[src/rtl/core/fbfsa_pkg.sv]
`timescale 1ns / 1ps
// fbfsa_pkg: sizes, codes and shared types of the fixed block free stack allocator
// used by fbfsa_stack_ram, fbfsa_div and fixed_block_free_stack_allocator; no dependencies
package fbfsa_pkg;

	localparam int MAX_BUCKETS = 256;
	localparam int ADDR_BITS   = 32;
	localparam int ENTRY_BYTES = 8;

	localparam int IDX_W   = $clog2(MAX_BUCKETS);
	localparam int CNT_W   = $clog2(MAX_BUCKETS + 1);
	localparam int DATA_W  = 32;
	localparam int BSIZE_W = 21;
	localparam int DVS_W   = BSIZE_W + 1;
	localparam int PROD_W  = CNT_W + BSIZE_W;
	localparam int INFO_W  = 33;

	localparam logic [DATA_W-1:0] ADDR_MASK = (ADDR_BITS >= DATA_W) ? {DATA_W{1'b1}} :
		DATA_W'((64'd1 << ADDR_BITS) - 64'd1);

	// actions
	localparam logic [1:0] ACT_INIT  = 2'd0;
	localparam logic [1:0] ACT_ALLOC = 2'd1;
	localparam logic [1:0] ACT_FREE  = 2'd2;
	localparam logic [1:0] ACT_QUERY = 2'd3;

	// result status
	localparam logic [2:0] ST_OK        = 3'd0;
	localparam logic [2:0] ST_TOO_LARGE = 3'd1;
	localparam logic [2:0] ST_EMPTY     = 3'd2;
	localparam logic [2:0] ST_FOREIGN   = 3'd3;
	localparam logic [2:0] ST_FULL      = 3'd4;

	// statistic selectors
	localparam logic [3:0] KIND_USED_BLOCKS = 4'd0;
	localparam logic [3:0] KIND_MAX_BLOCKS  = 4'd1;
	localparam logic [3:0] KIND_USED_MEM    = 4'd2;
	localparam logic [3:0] KIND_MAX_MEM     = 4'd3;
	localparam logic [3:0] KIND_FRAGMENTS   = 4'd4;
	localparam logic [3:0] KIND_LARGEST     = 4'd5;
	localparam logic [3:0] KIND_FREE_BLOCKS = 4'd6;
	localparam logic [3:0] KIND_HI_ADDR     = 4'd7;
	localparam logic [3:0] KIND_LO_ADDR     = 4'd8;
	localparam logic [3:0] KIND_MAX_USED    = 4'd9;
	localparam logic [3:0] KIND_FREE_MEM    = 4'd10;

	// register indexes
	localparam logic [1:0] REG_BASE   = 2'd0;
	localparam logic [1:0] REG_REGION = 2'd1;
	localparam logic [1:0] REG_BSIZE  = 2'd2;

	typedef struct packed {
		logic              re;
		logic              we;
		logic [IDX_W-1:0]  addr;
		logic [DATA_W-1:0] wdata;
	} mem_req_t;

	typedef struct packed {
		logic              done;
		logic [DATA_W-1:0] quotient;
	} div_rsp_t;

endpackage

[src/rtl/core/fbfsa_div.sv]
`timescale 1ns / 1ps
// fbfsa_div: restoring divider, one quotient bit per cycle, for the bucket count
// depends on fbfsa_pkg
module fbfsa_div (
	input  logic                          clk,
	input  logic                          arst_n,
	input  logic                          start,
	input  logic [fbfsa_pkg::DATA_W-1:0]  dividend,
	input  logic [fbfsa_pkg::DVS_W-1:0]   divisor,
	output fbfsa_pkg::div_rsp_t           rsp
);

	localparam int STEP_W = $clog2(fbfsa_pkg::DATA_W);

	logic                          busy_q;
	logic                          done_q;
	logic [STEP_W-1:0]             step_q;
	logic [fbfsa_pkg::DVS_W-1:0]   rem_q;
	logic [fbfsa_pkg::DVS_W-1:0]   dvs_q;
	logic [fbfsa_pkg::DATA_W-1:0]  dq_q;
	logic [fbfsa_pkg::DVS_W:0]     trial;
	logic [fbfsa_pkg::DVS_W:0]     diff;
	logic                          ge;

	assign trial = {rem_q, dq_q[fbfsa_pkg::DATA_W-1]};
	assign diff  = trial - {1'b0, dvs_q};
	assign ge    = trial >= {1'b0, dvs_q};

	always_ff @(posedge clk or negedge arst_n) begin
		if (!arst_n) begin
			busy_q <= 1'b0;
			done_q <= 1'b0;
			step_q <= '0;
		end else if (start) begin
			busy_q <= 1'b1;
			done_q <= 1'b0;
			step_q <= '0;
		end else if (busy_q) begin
			step_q <= step_q + 1'b1;
			if (step_q == STEP_W'(fbfsa_pkg::DATA_W - 1)) begin
				busy_q <= 1'b0;
				done_q <= 1'b1;
			end
		end else begin
			done_q <= 1'b0;
		end
	end

	// quotient bits shift in from the bottom as dividend bits leave the top
	always_ff @(posedge clk) begin
		if (start) begin
			rem_q <= '0;
			dvs_q <= divisor;
			dq_q  <= dividend;
		end else if (busy_q) begin
			rem_q <= ge ? diff[fbfsa_pkg::DVS_W-1:0] : trial[fbfsa_pkg::DVS_W-1:0];
			dq_q  <= {dq_q[fbfsa_pkg::DATA_W-2:0], ge};
		end
	end

	assign rsp.done     = done_q;
	assign rsp.quotient = dq_q;

endmodule

[config.mk]
export PLATFORM = sky130hd
export DESIGN_NAME = fbfsa_div
export DESIGN_NICKNAME = d
export VERILOG_FILES = /design/src/rtl/core/fbfsa_pkg.sv /design/src/rtl/core/fbfsa_div.sv
export SDC_FILE = /design/constraint.sdc
export NUM_CORES = 1
export LEC_CHECK = 0
export BUFFER_PORTS_ARGS = -buffer_cell sky130_fd_sc_hd__buf_2
export CAP_MARGIN = 20
export CORE_MARGIN = 8
export CORE_UTILIZATION = 55
export CTS_CLUSTER_DIAMETER = 100
export DETAILED_ROUTE_END_ITERATION = 12
export GPL_TIMING_DRIVEN = 0
export PLACE_DENSITY_LB_ADDON = 0.3
export SYNTH_ARGS = -nofsm -noshare
export SYNTH_HDL_FRONTEND = slang
export SYNTH_SLANG_ARGS = --single-unit
[constraint.sdc]
create_clock -name clk -period 3.4 [get_ports clk]
set_input_delay 0.68 -clock clk [delete_from_list [all_inputs] [get_ports clk]]
set_output_delay 0.68 -clock clk [all_outputs]
set_load 0.02 [all_outputs]
==> metrics.csv <==
stage,metric,value,unit
grt,grt_pass1_wl,16500,um
power_and_ir_drop,p_leak,0.00228,uW
timing,max_slew_margin,0.359,
power_and_ir_drop,switchingPower,611,uW
power_and_ir_drop,clkPwrFrac,0.308,
grt,grt_max_degree,27,
floorplanning,coreArea,8050,um^2
finish,diodes,0,
clocking,cts_setup_buffers,0,
floorplanning,start_util,0.558,
grt,antenna_found_initial,0,
route,ant_nets,0,
place,place.port_buffers,89,
synthesis,synthArstFlopShare,0.0843,
route,drt_iter0_markers,137,
finish,drive_above_1_share,0.300,
floorplanning,fp.dieW,106,um
synthesis,synth_ff_type,edfxtp_1,
synthesis,ys_top_cells_by_area,"edfxtp_1, dfxtp_1, mux2_2",
clocking,cts_root_buffer,clkbuf_8,
power_and_ir_drop,p_int,1570,uW
synthesis,synth_seq_cells,83,
clocking,cts_resized,0,
synthesis,syn_avg_cell_area,11.3,um^2
power_and_ir_drop,irDropWorstVdd,312,uV
timing,setup-violations-final,0,
timing,drv_slew,0,
setup_path,cp.depth,11,
timing,tightest_slew,0.957,ns
power_and_ir_drop,total_power,2180,uW
finish,syn_to_final_growth,17.5,%
synthesis,yosysWarnings,0,
setup_path,arrival,3.19,ns
setup_path,crit_type,register to register,
floorplanning,dieArea,11300,um^2
clocking,clock_latency,0.37,ns
clocking,ctsLongestPathBuffers,2,
floorplanning,die_h,106,um
synthesis,synth_nets,479,
synthesis,synth_area_leader_cell,edfxtp_1,
setup_path,path_delay_family,compound AO/OA/AOI/OAI gates,
timing,rsz0062_at_grt,no,
setup_path,path_cells,"inv_1, ha_1, inv_1, fa_1, a211oi_1, o21ai_0, o2111ai_1, a21oi_1, a31oi_1, a31oi_1, a21o_1",
synthesis,synth_edf_count,54,
power_and_ir_drop,power_frac_seq,0.540,
route,drc,0,
clocking,htreeDepth,3,
grt,grt.total_usage,0.182,
clocking,hold_buffers,0,
setup_path,r2r.worst_path.cells,11,
synthesis,syn_area,4490,um^2
place,hpwlAfterDp,7500,um
timing,clock_skew,0.0133,ns
clocking,clock-sinks,83,
synthesis,ys_seq_area_frac,0.498,
clocking,path_clk_slew,0.10,ns
power_and_ir_drop,combinationalPowerShare,0.151,
setup_path,worstPathRequired,3.67,ns
setup_path,critical_path_buf_inv_count,2,
power_and_ir_drop,switching_share,0.281,
clocking,cts_tree,yes,
timing,period_share,0.858,
route,route.vias.total,3365,
floorplanning,num_rows,33,
power_and_ir_drop,p_per_area,413,nW/um^2
timing,period_needed,2.92,ns
grt,gr-total-overflow,0,
route,wl_per_cell,16.7,um
synthesis,synth_most_common_cell,edfxtp_1,
synthesis,synthCells,397,
synthesis,synth_top_area_share,0.361,
timing,finalHoldViolCount,0,
status,status,"finished, final reports clean",
clocking,cts_buffers,9,
route,finalWirelength,10200,um
synthesis,synthTopCellsByCount,"edfxtp_1, mux2_2, nor2_1",
setup_path,critPathSlowestCell,fa_1,
job,max_cap_viol_count,0,
route,drt-vias-per-instance,5.53,
place,gp_congestion,0.874,
hold_path,min_path_type,input pin to async pin,
timing,setup_tns,0,ns
setup_path,cp_max_fo,4,
route,drtPass1Iterations,4,
timing,fmax,343,MHz
setup_path,cp-start-kind,register,
setup_path,critPathCaptureType,register,
grt,grt_pass1_vias,3472,
finish,finalNetCount,580,
synthesis,ys_types,53,
floorplanning,io_pins,90,
setup_path,slowest_delay,0.41,ns
-- power by group through the flow --
stage	sequential (uW)	clock (uW)	combinational (uW)
floorplan	1250	0	164
global placement	1200	0	321
detailed placement	1200	0	330
CTS	1180	684	331
global route	1190	720	361
finish	1180	672	329
-- registers in the layout, summed over array words and instances (netlist names) --
name,cells
dq_q,32
dvs_q,22
rem_q,22
step_q,5
busy_q,1
done_q,1
-- cells by family after synthesis --
logic type | after synthesis | synth area share
AND/OR/NAND/NOR | 94 | 0.104
XOR/XNOR | 19 | 0.0371
multiplexers | 51 | 0.123
buffers and inverters | 41 | 0.0379
adder cells (fa/ha/maj) | 25 | 0.0713
AO/OA/AOI/OAI | 84 | 0.128
flip-flops | 83 | 0.498
-- cells in the final DEF (no fill, tap or decap), types with 7 or more instances in the layout --
cell type / n
edfxtp_1: 54
o21ai_0: 15
a21oi_1: 16
a211oi_1: 14
xor2_1: 8
a21o_1: 10
buf_2: 90
nor2_1: 31
nand2_1: 27
clkbuf_8: 9
mux2i_1: 18
ha_1: 24
mux2_2: 33
xnor2_1: 11
clkbuf_1: 8
dfrtp_1: 7
dfxtp_1: 22
inv_1: 27
-- final timing paths --
check / startpoint / end / slack, ns
hold reg to reg: rem_q[6] / rem_q[6] / 0.50
setup reg to reg: dq_q[31] / rem_q[18] / 0.48
hold / removal: arst_n / done_q / 0.14
max in group asynchronous: arst_n / step_q[1] / 3.11
setup / recovery: dq_q[31] / rem_q[18] / 0.48
min in group clk: divisor[20] / dvs_q[20] / 0.48
-- per-layer routing --
| layer | vias up | global-route usage | part of all wire |
|---|---|---|---|
| li1 | 1652 | - | - |
| met1 | 1597 | 0.215 | 0.42 |
| met2 | 104 | 0.306 | 0.50 |
| met3 | 12 | 0.0508 | 0.064 |
| met4 | 0 | 0.0744 | 0.014 |
| met5 | - | 0 | 0 |
-- layout make-up --
class | count | area, um^2
fill | 639 | 2780
sequential | 83 | 2240
multi-input combinational | 273 | 2080
timing repair buffer | 90 | 473
tap | 105 | 131
clock buffer | 9 | 124
inverter | 27 | 101
buffer | 14 | 68.8
clock inverter | 7 | 56.3
-- stage by stage --
step	cells	hold slack [ns]	worst slack, ns	cell area, um^2	util
after floorplan	397	0.384	0.858	4490	-
after global placement	591	0.473	0.0204	5070	0.629
after detailed placement	592	0.477	0.178	5090	0.633
after CTS	608	0.130	0.539	5270	0.655
after global routing	608	0.127	0.223	5270	0.655
final	608	0.135	0.482	5270	0.655
(Power assumes the default switching activity.)
